$ cat src/hw/rtl/assert_macros.svh
// ----------------------------------------------------------------------------
// Assertion macros
// Shared concurrent assertion forms for the RTL. Each takes a label, a clock,
// an active-low reset and the antecedent and consequent expressions.
// ----------------------------------------------------------------------------
`ifndef ASSERT_MACROS_SVH
`define ASSERT_MACROS_SVH

// Same-cycle implication, disabled while reset is asserted.
`define ASSERT_IMPLIES(label, clk_i, rst_ni, ante, cons) \
	label: assert property (@(posedge clk_i) disable iff (!(rst_ni)) (ante) |-> (cons)) \
		else $error("Assertion failed: same-cycle implication does not hold");

// Next-cycle implication, disabled while reset is asserted.
`define ASSERT_NEXT(label, clk_i, rst_ni, ante, cons) \
	label: assert property (@(posedge clk_i) disable iff (!(rst_ni)) (ante) |=> (cons)) \
		else $error("Assertion failed: next-cycle implication does not hold");

`endif

$ cat src/hw/rtl/wspt_pkg.sv
// ----------------------------------------------------------------------------
// Weekly scheduled pulse timer package
// Types, status codes, register indexes and build constants shared by the
// timer's modules.
// ----------------------------------------------------------------------------
`default_nettype none

package wspt_pkg;

	// Build constants of the timer.
	localparam logic [31:0] CHECK_INTERVAL_MS = 32'd1000;
	localparam bit          HAS_OUTPUT        = 1'b1;
	localparam logic [31:0] MIN_PULSE_MS      = 32'd100;
	localparam logic [31:0] MAX_PULSE_MS      = 32'd600000;

	// Calendar constants.
	localparam int MIN_PER_HOUR  = 60;
	localparam int HOURS_PER_DAY = 24;
	localparam int MIN_PER_DAY   = HOURS_PER_DAY * MIN_PER_HOUR;
	localparam int MAX_HOUR      = HOURS_PER_DAY - 1;
	localparam int MAX_MINUTE    = MIN_PER_HOUR - 1;
	localparam int DAYS_PER_WEEK = 7;

	// Field widths.
	localparam int DAY_W      = 3;
	localparam int HOUR_W     = 5;
	localparam int MINUTE_W   = 6;
	localparam int DURATION_W = 20;
	localparam int MS_W       = 32;
	localparam int WEEK_MIN_W = 14;

	// A feed day of seven selects every day of the week.
	localparam logic [DAY_W-1:0] DAY_ANY = DAY_W'(DAYS_PER_WEEK);

	// Configuration port.
	localparam int CFG_INDEX_W = 3;
	localparam int CFG_DATA_W  = DURATION_W;

	localparam logic [CFG_INDEX_W-1:0] REG_FEEDING_ENABLED  = 3'd0;
	localparam logic [CFG_INDEX_W-1:0] REG_FEED_DAY         = 3'd1;
	localparam logic [CFG_INDEX_W-1:0] REG_FEED_HOUR        = 3'd2;
	localparam logic [CFG_INDEX_W-1:0] REG_FEED_MINUTE      = 3'd3;
	localparam logic [CFG_INDEX_W-1:0] REG_FEED_DURATION_MS = 3'd4;

	// Register values after reset.
	localparam logic [DAY_W-1:0]      DAY_RESET      = 3'd7;
	localparam logic [HOUR_W-1:0]     HOUR_RESET     = 5'd8;
	localparam logic [MINUTE_W-1:0]   MINUTE_RESET   = 6'd0;
	localparam logic [DURATION_W-1:0] DURATION_RESET = 20'd3000;

	typedef enum logic [1:0] {
		ST_DISABLED = 2'd0,
		ST_IDLE     = 2'd1,
		ST_FEEDING  = 2'd2,
		ST_BLOCKED  = 2'd3
	} status_t;

	typedef enum logic [1:0] {
		CAUSE_NONE      = 2'd0,
		CAUSE_NO_OUTPUT = 2'd1,
		CAUSE_NO_TIME   = 2'd2
	} cause_t;

	// Settings held by the configuration registers.
	typedef struct packed {
		logic                  feeding_enabled;
		logic [DAY_W-1:0]      feed_day;
		logic [HOUR_W-1:0]     feed_hour;
		logic [MINUTE_W-1:0]   feed_minute;
		logic [DURATION_W-1:0] feed_duration_ms;
	} cfg_t;

	// One input beat.
	typedef struct packed {
		logic                mode;
		logic [MS_W-1:0]     now_ms;
		logic                clock_valid;
		logic [DAY_W-1:0]    wall_weekday;
		logic [HOUR_W-1:0]   wall_hour;
		logic [MINUTE_W-1:0] wall_minute;
	} in_item_t;

	// One result beat.
	typedef struct packed {
		logic    drive_on;
		status_t feeder_status;
		cause_t  block_cause;
		logic    feed_started;
		logic    feed_completed;
		logic    request_refused;
		logic    check_skipped;
	} out_item_t;

endpackage

`default_nettype wire

$ cat src/hw/rtl/weekly_scheduled_pulse_timer.sv
// ----------------------------------------------------------------------------
// Weekly scheduled pulse timer
// Weekly alarm driving one pulse output, fed by periodic checks and manual
// feed requests. Each input beat yields exactly one result beat.
//
//   Channel  Signals                          Beat carries
//   in       in_valid, in_stall, in_data      check or manual request
//   out      out_valid, out_stall, out_data   output level and status flags
//   cfg      cfg_we, cfg_index, cfg_data      one register write
//
// One beat is accepted per cycle while in_stall is low. A beat is held in the
// input register and is evaluated against the timer state in a single pass;
// the result register then holds the answer.
// Reset clears the timer state and loads the register defaults at once.
// While a result waits under out_stall, a beat still in the input register
// holds and in_stall rises; the input register frees as soon as out drains.
// ----------------------------------------------------------------------------
`default_nettype none

`include "assert_macros.svh"

module weekly_scheduled_pulse_timer import wspt_pkg::*; (
	input  wire logic                   clk,
	input  wire logic                   arst_n,
	input  wire logic                   cfg_we,
	input  wire logic [CFG_INDEX_W-1:0] cfg_index,
	input  wire logic [CFG_DATA_W-1:0]  cfg_data,
	input  wire logic                   in_valid,
	output logic                        in_stall,
	input  wire in_item_t               in_data,
	output logic                        out_valid,
	input  wire logic                   out_stall,
	output out_item_t                   out_data
);

	cfg_t cfg;

	wspt_cfg u_cfg (
		.clk       (clk),
		.arst_n    (arst_n),
		.cfg_we    (cfg_we),
		.cfg_index (cfg_index),
		.cfg_data  (cfg_data),
		.cfg       (cfg)
	);

	// Input register and result register.
	logic      valid_s1;
	in_item_t  item_s1;
	logic      out_valid_q;
	out_item_t out_q;

	// Timer state.
	logic                  running_q;
	status_t               status_q;
	logic [MS_W-1:0]       pulse_start_q;
	logic [MS_W-1:0]       last_check_q;
	logic [WEEK_MIN_W-1:0] last_wm_q;
	logic                  fired_once_q;

	// Next state and result of the beat in the input register.
	logic                  nxt_running;
	status_t               nxt_status;
	logic [MS_W-1:0]       nxt_pulse_start;
	logic [MS_W-1:0]       nxt_last_check;
	logic [WEEK_MIN_W-1:0] nxt_last_wm;
	logic                  nxt_fired_once;
	out_item_t             result;

	logic                  out_free;
	logic                  fire;
	logic [MS_W-1:0]       since_check;
	logic [MS_W-1:0]       since_start;
	logic                  early;
	logic                  pulse_done;
	logic [WEEK_MIN_W-1:0] week_min;
	logic                  slot_match;

	// Handshake: the input register advances whenever the result register
	// is empty or being drained.
	assign out_free = !out_valid_q || !out_stall;
	assign fire     = valid_s1 && out_free;
	assign in_stall = valid_s1 && !out_free;

	always_ff @(posedge clk or negedge arst_n) begin
		if (!arst_n) begin
			valid_s1 <= 1'b0;
		end else if (!in_stall) begin
			valid_s1 <= in_valid;
		end
	end

	always_ff @(posedge clk) begin
		if (!in_stall && in_valid) begin
			item_s1 <= in_data;
		end
	end

	// Elapsed times with wrapping subtraction, and the week-minute.
	always_comb begin
		since_check = item_s1.now_ms - last_check_q;
		since_start = item_s1.now_ms - pulse_start_q;
		early       = since_check < CHECK_INTERVAL_MS;
		pulse_done  = since_start >= {{(MS_W-DURATION_W){1'b0}}, cfg.feed_duration_ms};
		week_min    = WEEK_MIN_W'(item_s1.wall_weekday) * WEEK_MIN_W'(MIN_PER_DAY)
			+ WEEK_MIN_W'(item_s1.wall_hour) * WEEK_MIN_W'(MIN_PER_HOUR)
			+ WEEK_MIN_W'(item_s1.wall_minute);
		slot_match  = (item_s1.wall_hour == cfg.feed_hour)
			&& (item_s1.wall_minute == cfg.feed_minute)
			&& ((cfg.feed_day == DAY_ANY) || (item_s1.wall_weekday == cfg.feed_day));
	end

	// Single-pass evaluation of one beat against the timer state.
	always_comb begin
		nxt_running     = running_q;
		nxt_status      = status_q;
		nxt_pulse_start = pulse_start_q;
		nxt_last_check  = last_check_q;
		nxt_last_wm     = last_wm_q;
		nxt_fired_once  = fired_once_q;
		result          = '0;

		if (item_s1.mode) begin
			// Manual request: ignores interval, enable and wall clock.
			if (!HAS_OUTPUT) begin
				nxt_status             = ST_BLOCKED;
				result.request_refused = 1'b1;
			end else if (running_q) begin
				result.request_refused = 1'b1;
			end else begin
				nxt_running         = 1'b1;
				nxt_pulse_start     = item_s1.now_ms;
				nxt_status          = ST_FEEDING;
				result.feed_started = 1'b1;
			end
		end else if (early) begin
			result.check_skipped = 1'b1;
		end else begin
			nxt_last_check = item_s1.now_ms;
			if (running_q) begin
				// The pulse ends once its duration has elapsed.
				if (pulse_done) begin
					nxt_running           = 1'b0;
					nxt_status            = cfg.feeding_enabled ? ST_IDLE : ST_DISABLED;
					result.feed_completed = 1'b1;
				end
			end else if (!HAS_OUTPUT) begin
				nxt_status = ST_BLOCKED;
			end else if (!cfg.feeding_enabled) begin
				nxt_status = ST_DISABLED;
			end else if (!item_s1.clock_valid) begin
				nxt_status = ST_BLOCKED;
			end else if (slot_match && (!fired_once_q || (last_wm_q != week_min))) begin
				// Scheduled feed, once per distinct week-minute.
				nxt_last_wm         = week_min;
				nxt_fired_once      = 1'b1;
				nxt_running         = 1'b1;
				nxt_pulse_start     = item_s1.now_ms;
				nxt_status          = ST_FEEDING;
				result.feed_started = 1'b1;
			end else begin
				nxt_status = ST_IDLE;
			end
		end

		result.drive_on      = nxt_running;
		result.feeder_status = nxt_status;
		if (nxt_status == ST_BLOCKED) begin
			result.block_cause = HAS_OUTPUT ? CAUSE_NO_TIME : CAUSE_NO_OUTPUT;
		end else begin
			result.block_cause = CAUSE_NONE;
		end
	end

	// Timer state commits when the beat moves into the result register.
	always_ff @(posedge clk or negedge arst_n) begin
		if (!arst_n) begin
			running_q     <= 1'b0;
			status_q      <= ST_DISABLED;
			pulse_start_q <= '0;
			last_check_q  <= '0;
			last_wm_q     <= '0;
			fired_once_q  <= 1'b0;
		end else if (fire) begin
			running_q     <= nxt_running;
			status_q      <= nxt_status;
			pulse_start_q <= nxt_pulse_start;
			last_check_q  <= nxt_last_check;
			last_wm_q     <= nxt_last_wm;
			fired_once_q  <= nxt_fired_once;
		end
	end

	// Result register.
	always_ff @(posedge clk or negedge arst_n) begin
		if (!arst_n) begin
			out_valid_q <= 1'b0;
		end else if (fire) begin
			out_valid_q <= 1'b1;
		end else if (!out_stall) begin
			out_valid_q <= 1'b0;
		end
	end

	always_ff @(posedge clk) begin
		if (fire) begin
			out_q <= result;
		end
	end

	assign out_valid = out_valid_q;
	assign out_data  = out_q;

	// A running pulse always reports the feeding status.
	`ASSERT_IMPLIES(a_running_feeding, clk, arst_n, running_q, status_q == ST_FEEDING)

	// A shown result with the output on reports feeding.
	`ASSERT_IMPLIES(a_drive_status, clk, arst_n, out_valid && out_data.drive_on,
		out_data.feeder_status == ST_FEEDING)

	// A feed never starts and ends on the same beat.
	`ASSERT_IMPLIES(a_start_end, clk, arst_n, out_valid,
		!(out_data.feed_started && out_data.feed_completed))

	// The input side stalls only behind a held result.
	`ASSERT_IMPLIES(a_stall_cause, clk, arst_n, in_stall, out_valid && out_stall)

	// A blocked status always carries a cause.
	`ASSERT_IMPLIES(a_block_cause, clk, arst_n,
		out_valid && (out_data.feeder_status == ST_BLOCKED),
		out_data.block_cause != CAUSE_NONE)

endmodule

`default_nettype wire

$ cat src/hw/rtl/wspt_cfg.sv
// ----------------------------------------------------------------------------
// Timer configuration registers
// Holds the schedule and pulse length. Every write is saturated into the
// legal range of its register; writes to unused indexes are dropped.
// ----------------------------------------------------------------------------
`default_nettype none

module wspt_cfg import wspt_pkg::*; (
	input  wire logic                   clk,
	input  wire logic                   arst_n,
	input  wire logic                   cfg_we,
	input  wire logic [CFG_INDEX_W-1:0] cfg_index,
	input  wire logic [CFG_DATA_W-1:0]  cfg_data,
	output cfg_t                        cfg
);

	cfg_t cfg_q;

	logic [HOUR_W-1:0]     hour_sat;
	logic [MINUTE_W-1:0]   minute_sat;
	logic [MS_W-1:0]       dur_wide;
	logic [DURATION_W-1:0] dur_sat;

	// Saturate the written value for each register.
	always_comb begin
		hour_sat   = cfg_data[HOUR_W-1:0];
		minute_sat = cfg_data[MINUTE_W-1:0];
		if (hour_sat > HOUR_W'(MAX_HOUR)) begin
			hour_sat = HOUR_W'(MAX_HOUR);
		end
		if (minute_sat > MINUTE_W'(MAX_MINUTE)) begin
			minute_sat = MINUTE_W'(MAX_MINUTE);
		end
		// The upper bound fits the register, so the clamped value does too.
		dur_wide = {{(MS_W-DURATION_W){1'b0}}, cfg_data[DURATION_W-1:0]};
		if (dur_wide < MIN_PULSE_MS) begin
			dur_wide = MIN_PULSE_MS;
		end
		if (dur_wide > MAX_PULSE_MS) begin
			dur_wide = MAX_PULSE_MS;
		end
		dur_sat = dur_wide[DURATION_W-1:0];
	end

	// Register file write.
	always_ff @(posedge clk or negedge arst_n) begin
		if (!arst_n) begin
			cfg_q.feeding_enabled  <= 1'b0;
			cfg_q.feed_day         <= DAY_RESET;
			cfg_q.feed_hour        <= HOUR_RESET;
			cfg_q.feed_minute      <= MINUTE_RESET;
			cfg_q.feed_duration_ms <= DURATION_RESET;
		end else if (cfg_we) begin
			unique case (cfg_index)
				REG_FEEDING_ENABLED:  cfg_q.feeding_enabled  <= cfg_data[0];
				REG_FEED_DAY:         cfg_q.feed_day         <= cfg_data[DAY_W-1:0];
				REG_FEED_HOUR:        cfg_q.feed_hour        <= hour_sat;
				REG_FEED_MINUTE:      cfg_q.feed_minute      <= minute_sat;
				REG_FEED_DURATION_MS: cfg_q.feed_duration_ms <= dur_sat;
				default: ;
			endcase
		end
	end

	assign cfg = cfg_q;

endmodule

`default_nettype wire
$ cat config.mk
export PLATFORM = sky130hd
export DESIGN_NAME = weekly_scheduled_pulse_timer
export DESIGN_NICKNAME = d
export VERILOG_FILES = /design/src/hw/rtl/wspt_pkg.sv /design/src/hw/rtl/weekly_scheduled_pulse_timer.sv /design/src/hw/rtl/wspt_cfg.sv
export VERILOG_INCLUDE_DIRS = /design/src /design/src/hw/rtl
export SDC_FILE = /design/constraint.sdc
export NUM_CORES = 1
export LEC_CHECK = 0
export ABC_AREA = 1
export BUFFER_PORTS_ARGS = -buffer_cell sky130_fd_sc_hd__buf_4
export CAP_MARGIN = 10
export CORE_AREA = 2 2 134 202
export DETAILED_ROUTE_END_ITERATION = 6
export DIE_AREA = 0 0 136 204
export PLACE_DENSITY = 0.84
export REMOVE_ABC_BUFFERS = 1
export SYNTH_ARGS = -nofsm -noshare
export SYNTH_HDL_FRONTEND = slang
export SYNTH_SLANG_ARGS = --single-unit
export TNS_END_PERCENT = 50
$ cat constraint.sdc
create_clock -name clk -period 6.9 [get_ports clk]
set_clock_uncertainty 0.05 [all_clocks]
set_input_delay 0.345 -clock clk [delete_from_list [all_inputs] [get_ports clk]]
set_output_delay 0.345 -clock clk [all_outputs]
set_load 0.01 [all_outputs]
==> results.yml <==
critical_path:
  path_delay_family: "adder cells"
  cpMostUsedCell: "nand2_1"
  max_stage_delay_ps: 510
  critPathArrivalTime_ps: 6250
  cpMaxStageDelayCell: "fa_1"
  critPathBufInv: 4
  critPathRequiredTime_ps: 7180
  worstSetupPathType: "reg -> reg"
  critPathCaptureType: "flip-flop"
  start_kind: "flip-flop"
  path_max_fanout: 33
floorplan:
  die_w_um: 136
  num_rows: 73
  coreArea_um2: 26120
  die-area_um2: 27740
  die_h_um: 204
  start_util: 0.5413
  ioPinCount: 87
routing:
  drc: 0
  dr_total_vias: 13120
  antenna_left: 0
  wl_mm: 38.71
  first_iter_violations: 736
  vias_per_cell: 5.287
  wl_per_cell_um: 15.59
  drt-pass1-iter-count: 6
global_route:
  grt_pass1_wl_mm: 62.43
  grt_pass1_vias: 13090
  overflow: 0
  grt_usage: 0.2883
  antenna_found_initial: 0
  grt_max_degree: 66
logic_synthesis:
  ys_types: 54
  ys.warnings.count: 0
  synth_top_cell_by_area: "dfrtp_1"
  syn_area_um2: 14140
  synth_top_area_frac: 0.1911
  syn-instance-count: 2041
  ys_ff_latch: 175
  ys_seq_area_frac: 0.3305
  syn_avg_cell_area_um2: 6.928
  yosys-top-cells-area: "dfrtp_1, nand2_1, edfxtp_1"
finish:
  syn_to_final_growth_pct: 11.10
  fin_cells: 2482
  n_antenna_cell: 0
  drive_gt1_frac: 0.08625
  utilization: 0.6014
  fin_nets: 2336
sta:
  fin_tns_setup_ps: 0
  rsz0062_at_grt: "no"
  finalHoldViolations: 0
  tightest_slew_ps: 1215
  setup_viol: 0
  clock.fmax_mhz: 167.6
  post-route-min-period_ps: 5966
  slew_headroom: 0.1876
  drv_slew: 0
  fin_crit_sh: 0.8647
cts:
  cts_made_buffers: 17
  clock_sinks: 175
  cts_setup_buffers: 0
  cts_hold_buf: 1
  cts-resized-gates: 0
  clockRootBuffer: "clkbuf_16"
  cts_buffer_depth: 2
  path_clk_slew_ps: 70
  clk-insertion-delay-late_ps: 450
  cts_tree: "yes"
  h-tree-depth: 4
power_and_ir_drop:
  leakage_nw: 8.459
  power-per-cell-area_nw_per_um2: 368.3
  vdd_drop_max_mv: 0.2508
place:
  dp_cells: 2446
  place_hpwl_mm: 31.39
  portBuffers: 85
  place.gp.congestion: 0.9707
run_status:
  status: "completed"
flow_run:
  cap_violations: 0
min_path:
  min_path_type: "in -> reg"
path summary, 6_finish.rpt:
check / from / to / slack (ps) / cells past startpoint
max in group asynchronous: arst_n / u_cfg.cfg[13]$_DFFE_PN0P_ / 5020 / 3
max: item_s1[9]$_DFFE_PP_ / pulse_start_q[26]$_DFFE_PN0P_ / 930 / 27
min: in_data[41] / item_s1[41]$_DFFE_PP_ / 10 / 1
max reg2reg: item_s1[9]$_DFFE_PP_ / pulse_start_q[26]$_DFFE_PN0P_ / 930 / 27
min in group asynchronous: arst_n / last_check_q[23]$_DFFE_PN0P_ / 490 / 2
min reg2reg: valid_s1$_DFFE_PN0N_ / out_valid$_DFFE_PN0P_ / 440 / 2
Yosys cell counts (all sizes together):
cell,number
nor2,187
a31oi,12
nand3b,18
nor4b,1
xor2,22
o21a,5
and2,5
nand2,660
a21oi,103
nor2b,1
a21boi,3
xnor3,1
xnor2,24
a21o,5
buf,15
nand4,33
a211oi,3
and3,2
nor3,19
inv,383
ha,117
fa,11
dfrtp,108
dfstp,11
or2,5
edfxtp,56
nor3b,1
o2111ai,1
a2111oi,1
a22o,1
o21bai,9
nor4,4
clkbuf,6
o211ai,1
conb,1
nand2b,1
o31ai,1
nand3,118
o21ai,86
cell families (layout without fill, tap and decap cells):
logic type | Yosys count | after routing | synth area share
buffers and inverters | 404 | 508 | 0.1118
other | 1 | 1 | 0.0002652
adder cells (fa/ha/maj) | 128 | 128 | 0.1191
XOR/XNOR | 47 | 47 | 0.03009
AND/OR/NAND/NOR | 1055 | 1055 | 0.3122
flip-flops | 175 | 175 | 0.3305
AO/OA/AOI/OAI | 231 | 231 | 0.09610
power breakdown:
part	switching, mW	internal (mW)	leakage [nW]
combinational	2.19	1.23	6.23
clock	0.464	0.479	0.276
sequential	0.118	1.30	1.95
total	2.77	3.01	8.46
worst reg2reg max path: stages, from the launching register on:
cell,delay (ps)
edfxtp_1,500
inv_1,180
fa_1,460
fa_1,510
inv_1,40
ha_1,350
nand2_1,70
o21ai_0,340
a21o_1,170
a21oi_1,70
xnor2_1,180
ha_1,270
ha_1,320
inv_1,90
o21bai_1,180
a21oi_1,90
or2_1,270
nand2_1,110
nand2_1,70
nand3_1,70
nand2_1,50
nand3_1,90
nand2_1,120
a21oi_1,300
o21ai_4,280
buf_4,370
nor2_1,190
a21oi_2,40
layer usage:
| metal | GRT usage | share of wire | vias to the layer above |
|---|---|---|---|
| met5 | 0 | 0 | - |
| met4 | 0.1425 | 0.043 | 0 |
| met3 | 0.04191 | 0.040 | 98 |
| met2 | 0.5481 | 0.53 | 342 |
| met1 | 0.3033 | 0.38 | 6071 |
| li1 | - | - | 6612 |
state kept, by name, summed over array words and instances (netlist names):
name	count
valid_s1	1
item_s1	48
out_data	8
last_wm_q	14
fired_once_q	1
u_cfg.cfg	35
pulse_start_q	32
running_q	1
status_q	2
out_valid	1
last_check_q	32
per-stage QoR:
stage          setup slack, ps  cell area (um2)  hold slack (ps)  power, mW
2_1_floorplan             1669            14000          -0.5911      3.956
3_3_place_gp              1160            15090            394.1      4.726
3_5_place_dp             994.0            15090            420.2      4.821
4_1_cts                  992.4            15670            3.313      5.777
5_1_grt                  516.8            15710           0.5547      6.342
6_report                 933.9            15710            14.10      5.785
layout make-up:
type / count / area [um2]
clock buffers: 17 / 425.4
clock inverters: 15 / 145.1
fillers: 2472 / 10410
inverters: 383 / 1438
multi-input cells: 1462 / 7888
flip-flops and latches: 175 / 4673
well taps: 337 / 421.7
repair buffers: 93 / 718.2
cells in the final DEF (no fill, tap or decap), types with 3 or more instances in the layout:
cell	Yosys	final
nor2_4	3	3
nand3_2	3	3
dfrtp_1	108	108
inv_2	2	3
clkbuf_16	0	17
a21oi_1	77	77
inv_6	0	5
o21ai_0	84	84
nand3_1	115	115
a31oi_1	12	12
a21oi_2	26	26
and2_1	5	5
edfxtp_1	56	56
nor2_1	179	179
nand2_1	655	655
or2_2	4	4
nor4_1	4	4
nor2_2	5	5
nand3b_1	18	18
nor3_1	17	17
nand2_2	5	5
dfstp_2	11	11
a211oi_1	3	3
o21bai_1	9	9
a21boi_0	3	3
inv_8	0	4
ha_1	117	117
inv_1	381	380
nand4_1	32	32
buf_4	2	89
a21o_1	5	5
xor2_1	22	22
xnor2_1	24	24
fa_1	11	11
dlygate4sd3_1	0	3
o21a_1	5	5
Note: power is estimated with default switching activity, not from simulation.
